File: src/hw/rtl/idw_pkg.sv
// ----------------------------------------------------------------------------
// Idle worker dispatcher package
// Widths, request and result codes, and the divider interface types.
// ----------------------------------------------------------------------------
package idw_pkg;

   localparam int MAX_WORKERS = 16;
   localparam int WORKER_W    = 4;
   localparam int COUNT_W     = 5;
   localparam int TASK_W      = 16;
   localparam int KIND_W      = 3;
   localparam int REQ_W       = 2;
   localparam int REQ_DATA_W  = 32;
   localparam int RSP_DATA_W  = 24;
   localparam int CSR_ADDR_W  = 3;
   localparam int CSR_DATA_W  = 32;

   localparam logic [REQ_W-1:0] REQ_MARK_IDLE   = 2'd0;
   localparam logic [REQ_W-1:0] REQ_MARK_ACTIVE = 2'd1;
   localparam logic [REQ_W-1:0] REQ_DISPATCH    = 2'd2;
   localparam logic [REQ_W-1:0] REQ_BALANCE     = 2'd3;

   localparam logic [KIND_W-1:0] KIND_DONE        = 3'd0;
   localparam logic [KIND_W-1:0] KIND_LOCAL       = 3'd1;
   localparam logic [KIND_W-1:0] KIND_IDLE_WORKER = 3'd2;
   localparam logic [KIND_W-1:0] KIND_ROUND_ROBIN = 3'd3;
   localparam logic [KIND_W-1:0] KIND_NONE        = 3'd4;

   localparam logic [0:0] REG_WORKER_COUNT = 1'd0;

   typedef struct packed {
      logic               start;
      logic [TASK_W-1:0]  dividend;
      logic [COUNT_W-1:0] divisor;
   } div_request_type;

   typedef struct packed {
      logic               done;
      logic [TASK_W-1:0]  quotient;
      logic [COUNT_W-1:0] remainder;
   } div_status_type;

endpackage

File: src/hw/rtl/idle_worker_dispatcher_top.sv
// ----------------------------------------------------------------------------
// Idle worker dispatcher
// Keeps an idle flag per worker and a round-robin cursor, places dispatched
// tasks on idle workers and splits a queue over idle workers on balance.
//
//   Channel  Direction  Handshake          Contents
//   req_     in         tvalid/tready      request kind in tuser, fields in tdata
//   rsp_     out        tvalid/tready      result kind in tuser, tlast on final
//   csr_     in         psel/penable       worker_count at byte address 0
//
// Mark requests and local dispatches pass through the result state to the
// result register. A scanning dispatch reduces the scan start in the shared
// 16-step serial divider, then checks one flag per cycle.
// Balance adds the share division, then one grant per cycle unless a result is held.
// Reset restores the count, flags and cursor at once.
// The block is ready only between requests; a held result stalls the sequencer.
// ----------------------------------------------------------------------------
module idle_worker_dispatcher_top (
   input  logic                           clock,
   input  logic                           reset,
   input  logic                           req_tvalid,
   output logic                           req_tready,
   // [3:0] worker_index, [4] caller_is_worker, [5] caller_queue_empty,
   // [9:6] start_hint, [25:10] task_count, [31:26] zero
   input  logic [idw_pkg::REQ_DATA_W-1:0] req_tdata,
   // [1:0] req_type
   input  logic [idw_pkg::REQ_W-1:0]      req_tuser,
   output logic                           rsp_tvalid,
   input  logic                           rsp_tready,
   // [3:0] target_worker, [19:4] donate_count, [23:20] zero
   output logic [idw_pkg::RSP_DATA_W-1:0] rsp_tdata,
   // [2:0] result_kind
   output logic [idw_pkg::KIND_W-1:0]     rsp_tuser,
   output logic                           rsp_tlast,
   input  logic                           csr_psel,
   input  logic                           csr_penable,
   input  logic                           csr_pwrite,
   input  logic [idw_pkg::CSR_ADDR_W-1:0] csr_paddr,
   input  logic [idw_pkg::CSR_DATA_W-1:0] csr_pwdata,
   output logic [idw_pkg::CSR_DATA_W-1:0] csr_prdata,
   output logic                           csr_pready
);
   import idw_pkg::*;

   typedef enum logic [2:0] {
      S_IDLE,
      S_REDUCE,
      S_SCAN,
      S_DIVIDE,
      S_RESULT,
      S_GRANTS
   } state_type;

   function automatic logic [MAX_WORKERS-1:0] idle_mask(input logic [COUNT_W-1:0] n);
      logic [MAX_WORKERS-1:0] mask;
      for (int j = 0; j < MAX_WORKERS; j++) begin
         mask[j] = (COUNT_W'(j) < n);
      end
      return mask;
   endfunction

   state_type              state_ff, state_in;
   logic [COUNT_W-1:0]     count_ff, count_in;
   logic [MAX_WORKERS-1:0] flags_ff, flags_in;
   logic [WORKER_W-1:0]    cursor_ff, cursor_in;
   logic [WORKER_W-1:0]    widx_ff, widx_in;
   logic                   worker_ff, worker_in;
   logic                   balance_ff, balance_in;
   logic                   skip_ff, skip_in;
   logic [TASK_W-1:0]      tasks_ff, tasks_in;
   logic [COUNT_W-1:0]     maxg_ff, maxg_in;
   logic [WORKER_W-1:0]    idx_ff, idx_in;
   logic [COUNT_W-1:0]     scan_ff, scan_in;
   logic [COUNT_W-1:0]     grants_ff, grants_in;
   logic [WORKER_W-1:0]    grant_ff [MAX_WORKERS];
   logic                   grant_we;
   logic [TASK_W-1:0]      share_ff, share_in;
   logic [COUNT_W-1:0]     extra_ff, extra_in;
   logic [WORKER_W-1:0]    emit_ff, emit_in;
   logic [KIND_W-1:0]      pend_kind_ff, pend_kind_in;
   logic [WORKER_W-1:0]    pend_tgt_ff, pend_tgt_in;
   logic                   rsp_valid_ff, rsp_valid_in;
   logic [KIND_W-1:0]      rsp_kind_ff, rsp_kind_in;
   logic [WORKER_W-1:0]    rsp_tgt_ff, rsp_tgt_in;
   logic [TASK_W-1:0]      rsp_donate_ff, rsp_donate_in;
   logic                   rsp_last_ff, rsp_last_in;

   div_request_type div_req;
   div_status_type  div_status;

   logic [REQ_W-1:0]    in_type;
   logic [WORKER_W-1:0] in_widx;
   logic                in_is_worker;
   logic                in_q_empty;
   logic [WORKER_W-1:0] in_hint;
   logic [TASK_W-1:0]   in_tasks;
   logic                req_accept;
   logic                csr_write;
   logic [COUNT_W-1:0]  csr_count;
   logic [COUNT_W-1:0]  new_count;
   logic                slot_free;
   logic                scan_end;
   logic                skip_hit;
   logic [WORKER_W-1:0] idx_next;
   logic [WORKER_W-1:0] cursor_next;
   logic                grant_final;

   assign in_type      = req_tuser;
   assign in_widx      = req_tdata[3:0];
   assign in_is_worker = req_tdata[4];
   assign in_q_empty   = req_tdata[5];
   assign in_hint      = req_tdata[9:6];
   assign in_tasks     = req_tdata[25:10];

   assign req_tready = (state_ff == S_IDLE);
   assign req_accept = req_tvalid & req_tready;
   assign csr_pready = 1'b1;
   assign csr_write  = csr_psel & csr_penable & csr_pwrite & csr_pready &
                       (csr_paddr[2] == REG_WORKER_COUNT);
   assign csr_count  = csr_pwdata[COUNT_W-1:0];
   assign csr_prdata = (csr_paddr[2] == REG_WORKER_COUNT) ?
                       CSR_DATA_W'(count_ff) : '0;

   assign new_count = (csr_count == '0) ? COUNT_W'(1) :
                      (csr_count > COUNT_W'(MAX_WORKERS)) ? COUNT_W'(MAX_WORKERS) :
                      csr_count;

   assign slot_free   = !rsp_valid_ff || rsp_tready;
   assign skip_hit    = skip_ff && (idx_ff == widx_ff);
   assign scan_end    = (scan_ff == count_ff) || (balance_ff && (grants_ff == maxg_ff));
   assign idx_next    = (({1'b0, idx_ff} + 1'b1) == count_ff) ? '0 : idx_ff + 1'b1;
   assign cursor_next = (({1'b0, cursor_ff} + 1'b1) == count_ff) ? '0 : cursor_ff + 1'b1;
   assign grant_final = (({1'b0, emit_ff} + 1'b1) == grants_ff);

   idw_divider u_divider (
      .clock      (clock),
      .reset      (reset),
      .div_req    (div_req),
      .div_status (div_status)
   );

   always_comb begin
      state_in      = state_ff;
      count_in      = count_ff;
      flags_in      = flags_ff;
      cursor_in     = cursor_ff;
      widx_in       = widx_ff;
      worker_in     = worker_ff;
      balance_in    = balance_ff;
      skip_in       = skip_ff;
      tasks_in      = tasks_ff;
      maxg_in       = maxg_ff;
      idx_in        = idx_ff;
      scan_in       = scan_ff;
      grants_in     = grants_ff;
      grant_we      = 1'b0;
      share_in      = share_ff;
      extra_in      = extra_ff;
      emit_in       = emit_ff;
      pend_kind_in  = pend_kind_ff;
      pend_tgt_in   = pend_tgt_ff;
      rsp_valid_in  = rsp_valid_ff && !rsp_tready;
      rsp_kind_in   = rsp_kind_ff;
      rsp_tgt_in    = rsp_tgt_ff;
      rsp_donate_in = rsp_donate_ff;
      rsp_last_in   = rsp_last_ff;
      div_req       = '0;

      unique case (state_ff)
         S_IDLE: begin
            if (req_accept) begin
               widx_in    = in_widx;
               worker_in  = in_is_worker;
               tasks_in   = in_tasks;
               balance_in = 1'b0;
               unique case (in_type)
                  REQ_MARK_IDLE, REQ_MARK_ACTIVE: begin
                     if ({1'b0, in_widx} < count_ff) begin
                        flags_in[in_widx] = (in_type == REQ_MARK_IDLE);
                     end
                     pend_kind_in = KIND_DONE;
                     pend_tgt_in  = '0;
                     state_in     = S_RESULT;
                  end
                  REQ_DISPATCH: begin
                     if (in_is_worker && in_q_empty) begin
                        pend_kind_in = KIND_LOCAL;
                        pend_tgt_in  = in_widx;
                        state_in     = S_RESULT;
                     end else begin
                        skip_in          = in_is_worker && ({1'b0, in_widx} < count_ff);
                        div_req.start    = 1'b1;
                        div_req.dividend = TASK_W'(in_is_worker ? in_widx : in_hint);
                        div_req.divisor  = count_ff;
                        state_in         = S_REDUCE;
                     end
                  end
                  REQ_BALANCE: begin
                     if ((in_tasks < TASK_W'(2)) || (count_ff < COUNT_W'(2))) begin
                        pend_kind_in = KIND_NONE;
                        pend_tgt_in  = '0;
                        state_in     = S_RESULT;
                     end else begin
                        balance_in = 1'b1;
                        skip_in    = 1'b1;
                        if ((in_tasks - 1'b1) < TASK_W'(count_ff - 1'b1)) begin
                           maxg_in = COUNT_W'(in_tasks - 1'b1);
                        end else begin
                           maxg_in = count_ff - 1'b1;
                        end
                        div_req.start    = 1'b1;
                        div_req.dividend = TASK_W'(in_widx);
                        div_req.divisor  = count_ff;
                        state_in         = S_REDUCE;
                     end
                  end
               endcase
            end
         end
         S_REDUCE: begin
            if (div_status.done) begin
               idx_in    = div_status.remainder[WORKER_W-1:0];
               scan_in   = '0;
               grants_in = '0;
               state_in  = S_SCAN;
            end
         end
         S_SCAN: begin
            if (scan_end) begin
               if (balance_ff) begin
                  if (grants_ff == '0) begin
                     pend_kind_in = KIND_NONE;
                     pend_tgt_in  = '0;
                     state_in     = S_RESULT;
                  end else begin
                     div_req.start    = 1'b1;
                     div_req.dividend = tasks_ff;
                     div_req.divisor  = grants_ff + 1'b1;
                     state_in         = S_DIVIDE;
                  end
               end else if (worker_ff) begin
                  pend_kind_in = KIND_LOCAL;
                  pend_tgt_in  = widx_ff;
                  state_in     = S_RESULT;
               end else begin
                  pend_kind_in = KIND_ROUND_ROBIN;
                  pend_tgt_in  = cursor_ff;
                  cursor_in    = cursor_next;
                  state_in     = S_RESULT;
               end
            end else begin
               scan_in = scan_ff + 1'b1;
               idx_in  = idx_next;
               if (!skip_hit && flags_ff[idx_ff]) begin
                  flags_in[idx_ff] = 1'b0;
                  if (balance_ff) begin
                     grant_we  = 1'b1;
                     grants_in = grants_ff + 1'b1;
                  end else begin
                     pend_kind_in = KIND_IDLE_WORKER;
                     pend_tgt_in  = idx_ff;
                     state_in     = S_RESULT;
                  end
               end
            end
         end
         S_DIVIDE: begin
            if (div_status.done) begin
               share_in = div_status.quotient;
               extra_in = div_status.remainder;
               emit_in  = '0;
               state_in = S_GRANTS;
            end
         end
         S_RESULT: begin
            if (slot_free) begin
               rsp_valid_in  = 1'b1;
               rsp_kind_in   = pend_kind_ff;
               rsp_tgt_in    = pend_tgt_ff;
               rsp_donate_in = '0;
               rsp_last_in   = 1'b1;
               state_in      = S_IDLE;
            end
         end
         S_GRANTS: begin
            if (slot_free) begin
               rsp_valid_in  = 1'b1;
               rsp_kind_in   = KIND_IDLE_WORKER;
               rsp_tgt_in    = grant_ff[emit_ff];
               rsp_donate_in = share_ff + TASK_W'({1'b0, emit_ff} < extra_ff);
               rsp_last_in   = grant_final;
               emit_in       = emit_ff + 1'b1;
               if (grant_final) begin
                  state_in = S_IDLE;
               end
            end
         end
         default: begin
            state_in = S_IDLE;
         end
      endcase

      if (csr_write) begin
         count_in  = new_count;
         flags_in  = idle_mask(new_count);
         cursor_in = '0;
      end
   end

   always_ff @(posedge clock) begin
      if (reset) begin
         state_ff     <= S_IDLE;
         count_ff     <= COUNT_W'(MAX_WORKERS);
         flags_ff     <= idle_mask(COUNT_W'(MAX_WORKERS));
         cursor_ff    <= '0;
         rsp_valid_ff <= 1'b0;
      end else begin
         state_ff     <= state_in;
         count_ff     <= count_in;
         flags_ff     <= flags_in;
         cursor_ff    <= cursor_in;
         rsp_valid_ff <= rsp_valid_in;
      end
      widx_ff       <= widx_in;
      worker_ff     <= worker_in;
      balance_ff    <= balance_in;
      skip_ff       <= skip_in;
      tasks_ff      <= tasks_in;
      maxg_ff       <= maxg_in;
      idx_ff        <= idx_in;
      scan_ff       <= scan_in;
      grants_ff     <= grants_in;
      share_ff      <= share_in;
      extra_ff      <= extra_in;
      emit_ff       <= emit_in;
      pend_kind_ff  <= pend_kind_in;
      pend_tgt_ff   <= pend_tgt_in;
      rsp_kind_ff   <= rsp_kind_in;
      rsp_tgt_ff    <= rsp_tgt_in;
      rsp_donate_ff <= rsp_donate_in;
      rsp_last_ff   <= rsp_last_in;
   end

   always_ff @(posedge clock) begin
      if (grant_we) begin
         grant_ff[grants_ff[WORKER_W-1:0]] <= idx_ff;
      end
   end

   assign rsp_tvalid = rsp_valid_ff;
   assign rsp_tuser  = rsp_kind_ff;
   assign rsp_tlast  = rsp_last_ff;
   assign rsp_tdata  = {(RSP_DATA_W - TASK_W - WORKER_W)'(0), rsp_donate_ff, rsp_tgt_ff};

endmodule

File: src/hw/rtl/idw_divider.sv
// ----------------------------------------------------------------------------
// Idle worker dispatcher serial divider
// Restoring divider, one quotient bit per cycle, shared by the scan start
// reduction and the balance share computation.
// ----------------------------------------------------------------------------
module idw_divider (
   input  logic                    clock,
   input  logic                    reset,
   input  idw_pkg::div_request_type div_req,
   output idw_pkg::div_status_type  div_status
);
   import idw_pkg::*;

   localparam int STEP_W = $clog2(TASK_W);

   logic               busy_ff, busy_in;
   logic               done_ff, done_in;
   logic [STEP_W-1:0]  step_ff, step_in;
   logic [TASK_W-1:0]  quot_ff, quot_in;
   logic [COUNT_W-1:0] rem_ff, rem_in;
   logic [COUNT_W-1:0] div_ff, div_in;
   logic [COUNT_W:0]   trial;
   logic               fits;

   always_comb begin
      trial   = {rem_ff, quot_ff[TASK_W-1]};
      fits    = (trial >= {1'b0, div_ff});
      busy_in = busy_ff;
      done_in = 1'b0;
      step_in = step_ff;
      quot_in = quot_ff;
      rem_in  = rem_ff;
      div_in  = div_ff;
      if (div_req.start) begin
         busy_in = 1'b1;
         step_in = '0;
         quot_in = div_req.dividend;
         rem_in  = '0;
         div_in  = div_req.divisor;
      end else if (busy_ff) begin
         quot_in = {quot_ff[TASK_W-2:0], fits};
         rem_in  = fits ? COUNT_W'(trial - {1'b0, div_ff}) : trial[COUNT_W-1:0];
         step_in = step_ff + 1'b1;
         if (step_ff == STEP_W'(TASK_W - 1)) begin
            busy_in = 1'b0;
            done_in = 1'b1;
         end
      end
   end

   always_ff @(posedge clock) begin
      if (reset) begin
         busy_ff <= 1'b0;
         done_ff <= 1'b0;
      end else begin
         busy_ff <= busy_in;
         done_ff <= done_in;
      end
      step_ff <= step_in;
      quot_ff <= quot_in;
      rem_ff  <= rem_in;
      div_ff  <= div_in;
   end

   assign div_status.done      = done_ff;
   assign div_status.quotient  = quot_ff;
   assign div_status.remainder = rem_ff;

endmodule

File: config.mk
export PLATFORM = sky130hd
export DESIGN_NAME = idle_worker_dispatcher_top
export DESIGN_NICKNAME = d
export VERILOG_FILES = /design/src/hw/rtl/idw_pkg.sv /design/src/hw/rtl/idle_worker_dispatcher_top.sv /design/src/hw/rtl/idw_divider.sv
export SDC_FILE = /design/constraint.sdc
export NUM_CORES = 1
export LEC_CHECK = 0
export ABC_AREA = 1
export BUFFER_PORTS_ARGS = -buffer_cell sky130_fd_sc_hd__buf_2
export CAP_MARGIN = 30
export CORE_MARGIN = 10
export CORE_UTILIZATION = 59
export CTS_CLUSTER_SIZE = 28
export DETAILED_ROUTE_END_ITERATION = 12
export PLACE_DENSITY_LB_ADDON = 0.2
export SKIP_CTS_REPAIR_TIMING = 1
export SLEW_MARGIN = 5
export SYNTH_ARGS = -nofsm -noshare
export SYNTH_HDL_FRONTEND = slang
export SYNTH_SLANG_ARGS = --single-unit
File: constraint.sdc
create_clock -name clock -period 3.6 [get_ports clock]
set_clock_uncertainty 0.2 [all_clocks]
set_input_delay 0.18 -clock clock [delete_from_list [all_inputs] [get_ports clock]]
set_output_delay 0.18 -clock clock [all_outputs]
set_load 0.03 [all_outputs]
# After elaboration in Yosys (flattened, before gate mapping)
# Memories as Yosys holds them, arrays and structs flattened. A register that Yosys moved wholly into a read port is not among the register bits.
# Cells that the tools add are included.
# totals
n_memories,1
ram_bits,64
reg_bits,159
out_inout_bits,63
# memory_table
memory,words,width,rd,rd_ports_with_merged_regs,write_ports,line,rtl
grant_ff,16,4,1,1,1,idle_worker_dispatcher_top.sv:75,logic [WORKER_W-1:0] grant_ff [MAX_WORKERS];
# op_classes
n_mux,111
magnitude_cmp,27
eq_ne,36
add_sub_neg,14
n_reduce_logical,41
n_bitwise,11
# ops
op,count
16-bit two-way mux,10
22-bit two-way mux,6
22-bit one-hot mux with 2 select lines,2
4-bit two-way mux,19
3-bit two-way mux,23
16-bit one-hot mux with 2 select lines,2
5-bit two-way mux,10
"4-bit by 5-bit < comparator with 1-bit output, first input constant",8
4-bit one-hot mux with 2 select lines,4
5-bit == test,5
"3-bit != test, second input constant",7
"3-bit by 5-bit < comparator with 1-bit output, first input constant",4
1-bit two-way mux,20
5-bit one-hot mux with 2 select lines,2
3-bit one-hot mux with 3 select lines,2
3-bit one-hot mux with 6 select lines,1
16-bit by 1-bit adder with 16-bit output,1
"4-bit by 1-bit adder with 4-bit output, second input constant",4
16-bit AND,1
16-bit bitwise mux,1
16-bit < comparator,1
"16-bit by 2-bit < comparator with 1-bit output, second input constant",1
"2-bit != test, second input constant",8
16-bit inverter,1
other kinds (48),97

# Depth between registers and ports, before layout
# depth
depth_word,10
ltp_mapped,16
mapped_depth_nobuf,16

# Hierarchy
# Synthesis repeated with hierarchy kept, for this count alone.
# unflattened
cells_unflattened,1433
hier_area_um2,12468.2
# by_module_without_submodules
mod,area_each_um2,cells_each,seq_area_each_um2,n_inst
idle_worker_dispatcher_top,10894.2,1260,5525.3,1
idw_divider,1574.0,173,850.8,1

# Worst setup path before layout
# OpenSTA, ideal clock, no wires.
# synth_path
kind,register to register
startpoint,register emit_ff[1]
endpoint,"register rsp_donate_ff[14], data pin"
setup_ps,254
slack_ps,584
path_buffers,0
synth_period_minus_slack_ps,3016
arrival_time_ps,2561
path_stages_with_launch,16
t_required_ps,3146
cell_sequence,edfxtp_1 > ha_1 > a21boi_0 > o21a_1 > o21a_1 > o21bai_1 > ha_1 > ha_1 > nand3_1 > nor2_1 > nand2_1 > nor2_1 > nand2_1 > nor4_1 > a21oi_1 > o21a_1
# synth_between
elab_chain_cells,4
# synth_lines
element,line,rtl
"start, declared",idle_worker_dispatcher_top.sv:79,"logic [WORKER_W-1:0] emit_ff, emit_in;"
"start signal, assigned",idle_worker_dispatcher_top.sv:335,emit_ff <= emit_in;
4-bit by 5-bit < comparator with 1-bit output,idle_worker_dispatcher_top.sv:290,"rsp_donate_in = share_ff + TASK_W'({1'b0, emit_ff} < extra_ff);"
16-bit by 1-bit adder with 16-bit output,idle_worker_dispatcher_top.sv:290,
16-bit two-way mux,idle_worker_dispatcher_top.sv:286,if (slot_free) begin
16-bit one-hot mux with 2 select lines,idle_worker_dispatcher_top.sv:169,unique case (state_ff)
"end signal, assigned",idle_worker_dispatcher_top.sv:340,rsp_donate_ff <= rsp_donate_in;
"end, declared",idle_worker_dispatcher_top.sv:85,"logic [TASK_W-1:0] rsp_donate_ff, rsp_donate_in;"
# No other way between the ends. The select of a mux whose other input is x is not followed.
# A chain may end at the register's enable or synchronous reset.

# Worst setup path after layout
# Same ends and word-level chain as after synthesis.

==> qor.csv <==
metric,value,unit
dominant cells by area after synthesis,"edfxtp_1 45%, nand2_1 8.3%, dfxtp_1 7.2%",
# port buffers,71,
"EDFF count, synth",183,
crit path kind,reg -> reg,
first-pass GRT wire length,47.02,mm
"Req. time, crit path",3.66,ns
number of DRC markers in iteration 0,1051,
final hold slack,-0.02849,ns
"IR drop worst, VDD",0.4002,mV
status,finished with violations,
Leakage,0.005906,uW
router iterations before antenna repair,6,
Synth top area share,0.4481,
#FFs+latches synth,227,
GPL Wtd Cong,0.9390,
initial antenna violation count,0,
"FFs w/ async S/R, synth",0,
Fin. Hold Viols,5,
post-synthesis sequential area ratio,0.5199,
CP cell instances,ha_1 -> a21boi_0 -> o21a_1 -> o21a_1 -> o21bai_1 -> ha_1 -> ha_1 -> nand3_1 -> nor2_1 -> nand2_1 -> nor2_1 -> nand2_1 -> nor4_2 -> a21oi_1 -> o21a_1,
max-slew violations,0,
Worst Hold Class,in -> reg,
Routed WL,29.97,mm
Cell Pwr Density,677.3,mW/mm^2
ratio of cells with drive above 1 in the final layout,0.1101,
ys flop type,edfxtp_1,
vias in the first global route,8977,
RSZ-0062 raised after global routing,no,
P&R area growth vs syn,12.67,%
"antenna viol nets, final",0,
failing checks,hold timing,
setup_tns,0,ns
largest net degree at the start of global routing,34,
relative slew slack,0.3407,
diode count,0,
Synth area leader,edfxtp_1,
via/cell ratio,5.635,
die area,0.02695,mm^2
# rows,52,
most common cell in the synthesized netlist,nand2_1,
width of the chip,164.2,um
gr usage total,0.2143,
CP max stage cell,edfxtp_1,
"slowest stage delay, CP",0.44,ns
Clock transition at path regs,0.06,ns
post-synthesis cell count,1359,
CP Capture Type,flip-flop,
Worst-Margin Slew,0.9878,ns
DR WL/cell,17.11,um
fin crit period,3.213,ns
synth unique cells,54,
Initial Utilization,0.6022,
num ports,139,
H-tree Lvls,1,
final period utilization,0.8925,
most frequent cells after synthesis,"272 x nand2_1, 183 x edfxtp_1, 164 x nor2_1",
Clock Tree Root,clkbuf_16,
DP HPWL,21.34,mm
number of synthesis warnings,0,
CTS tree,built,
Final WS setup,0.3872,ns
Num CTS Buffers,24,
DRC Markers,0,
synthesized area,0.01226,mm^2
final setup fails,0,
Syn Area/Cell,9.024,um^2
max_cap viols,0,
Max Clk Rate,311.3,MHz
Placeable Area,0.02036,mm^2
clk sinks,227,
# nets final,1582,
crit path DAT,3.28,ns
Place WS,0.3113,ns
startpoint types,flip-flop,
Vias,9867,
Max clock buf depth,3,
height of the chip,164.2,um
Clock Latency Late Sink,0.52,ns
largest fanout on the critical path,4,
"Remaining Overflow, GRT",0,
worst paths after layout:
kind                                                      from                              end  slack (ns)  cells after the start
worst max-delay path                      emit_ff[1]$_DFFE_PP_  rsp_donate_ff[14]$_SDFFCE_PN0P_        0.39                     15
worst min-delay path                              req_tdata[8]   u_divider.quot_ff[2]$_DFFE_PP_       -0.03                      5
worst max register to register            emit_ff[1]$_DFFE_PP_  rsp_donate_ff[14]$_SDFFCE_PN0P_        0.39                     15
worst min register to register  u_divider.quot_ff[8]$_DFFE_PP_            share_ff[8]$_DFFE_PP_        0.27                      0
report_power, final:
group | switching [uW] | leakage, uW | internal (uW) | total [uW]
sequential | 373 | 0.00205 | 3580 | 3950
combinational | 2120 | 0.00349 | 917 | 3040
clock | 990 | 0.000373 | 1380 | 2370
logic make-up after synthesis:
group,Yosys count,synth area share
other,2,0.0006123
and+or+nand+nor,588,0.2069
buffers and inverters,222,0.08335
xor gates and xnor gates,42,0.02999
adders and majority gates,43,0.04448
AOI/OAI and AO/OA,235,0.1148
DFF,227,0.5199
cell usage in the layout (no fill, tap or decap), types with 4 or more instances in the layout:
cell,instances
nand2_1,272
edfxtp_1,183
nor2_1,164
inv_1,134
o21ai_0,109
nand3_1,95
buf_2,71
a21oi_1,46
dfxtp_1,44
ha_1,42
conb_1,32
dlygate4sd3_1,31
clkbuf_16,25
xor2_1,24
o22ai_1,21
xnor2_1,18
buf_4,17
o221ai_1,16
inv_2,13
nand4_1,13
a32o_1,12
nor3_1,11
clkbuf_1,7
clkinv_2,6
clkinv_1,5
o211ai_1,5
a31oi_1,5
nand3b_1,4
nand2_2,4
nand2_4,4
o21a_1,4
layer usage:
metal / share of wire / vias to the layer above / track usage
met1: 0.45 / 4591 / 0.3184
met2: 0.45 / 428 / 0.3252
met3: 0.082 / 49 / 0.03154
met4: 0.016 / 0 / 0.04630
li1: - / 4799 / -
met5: 0 / - / 0
registers in the layout, summed over array words and instances (netlist names), 3 cells and up, named ones only:
register and flops:
pend_tgt_ff 4, pend_kind_ff 3, maxg_ff 5, u_divider.div_ff 5, grant_ff 64, extra_ff 5, cursor_ff 4, scan_ff 5
u_divider.rem_ff 5, rsp_tuser 3, tasks_ff 16, emit_ff 4, u_divider.step_ff 4, flags_ff 16, share_ff 16, count_ff 5
rsp_tgt_ff 4, state_ff 3, u_divider.quot_ff 16, idx_ff 4, grants_ff 5, rsp_donate_ff 16, widx_ff 4
worst max-delay path: cells and delay by family, from the launching register on:
| family | cells | cell delay [ns] |
|---|---|---|
| and+or+nand+nor | 6 | 0.87 |
| AOI/OAI and AO/OA | 6 | 0.80 |
| adders and majority gates | 3 | 0.64 |
| DFF | 1 | 0.44 |
per-stage QoR:
| step | cell area (um^2) | cells | util | total power, uW | hold WS, ns |
|---|---|---|---|---|---|
| floorplan | 12380 | 1389 | - | 6123 | 0.05758 |
| global placement | 12750 | 1676 | 0.6261 | 6885 | 0.1837 |
| detailed placement | 12750 | 1676 | 0.6261 | 6951 | 0.1846 |
| CTS | 13500 | 1720 | 0.6630 | 9317 | -0.3457 |
| global route | 13820 | 1751 | 0.6785 | 9879 | 0.002741 |
| finish | 13820 | 1751 | 0.6785 | 9359 | -0.02849 |
layout make-up:
cell class / count / area, um^2
multi-input cells: 940 / 4989
flip-flops and latches: 227 / 6376
well taps: 270 / 337.8
fillers: 1621 / 6546
repair buffers: 119 / 793.3
clock inverters: 10 / 71.32
clock buffers: 34 / 679.4
inverters: 151 / 571.8
No activity file was read; power rests on OpenSTA's default activity.
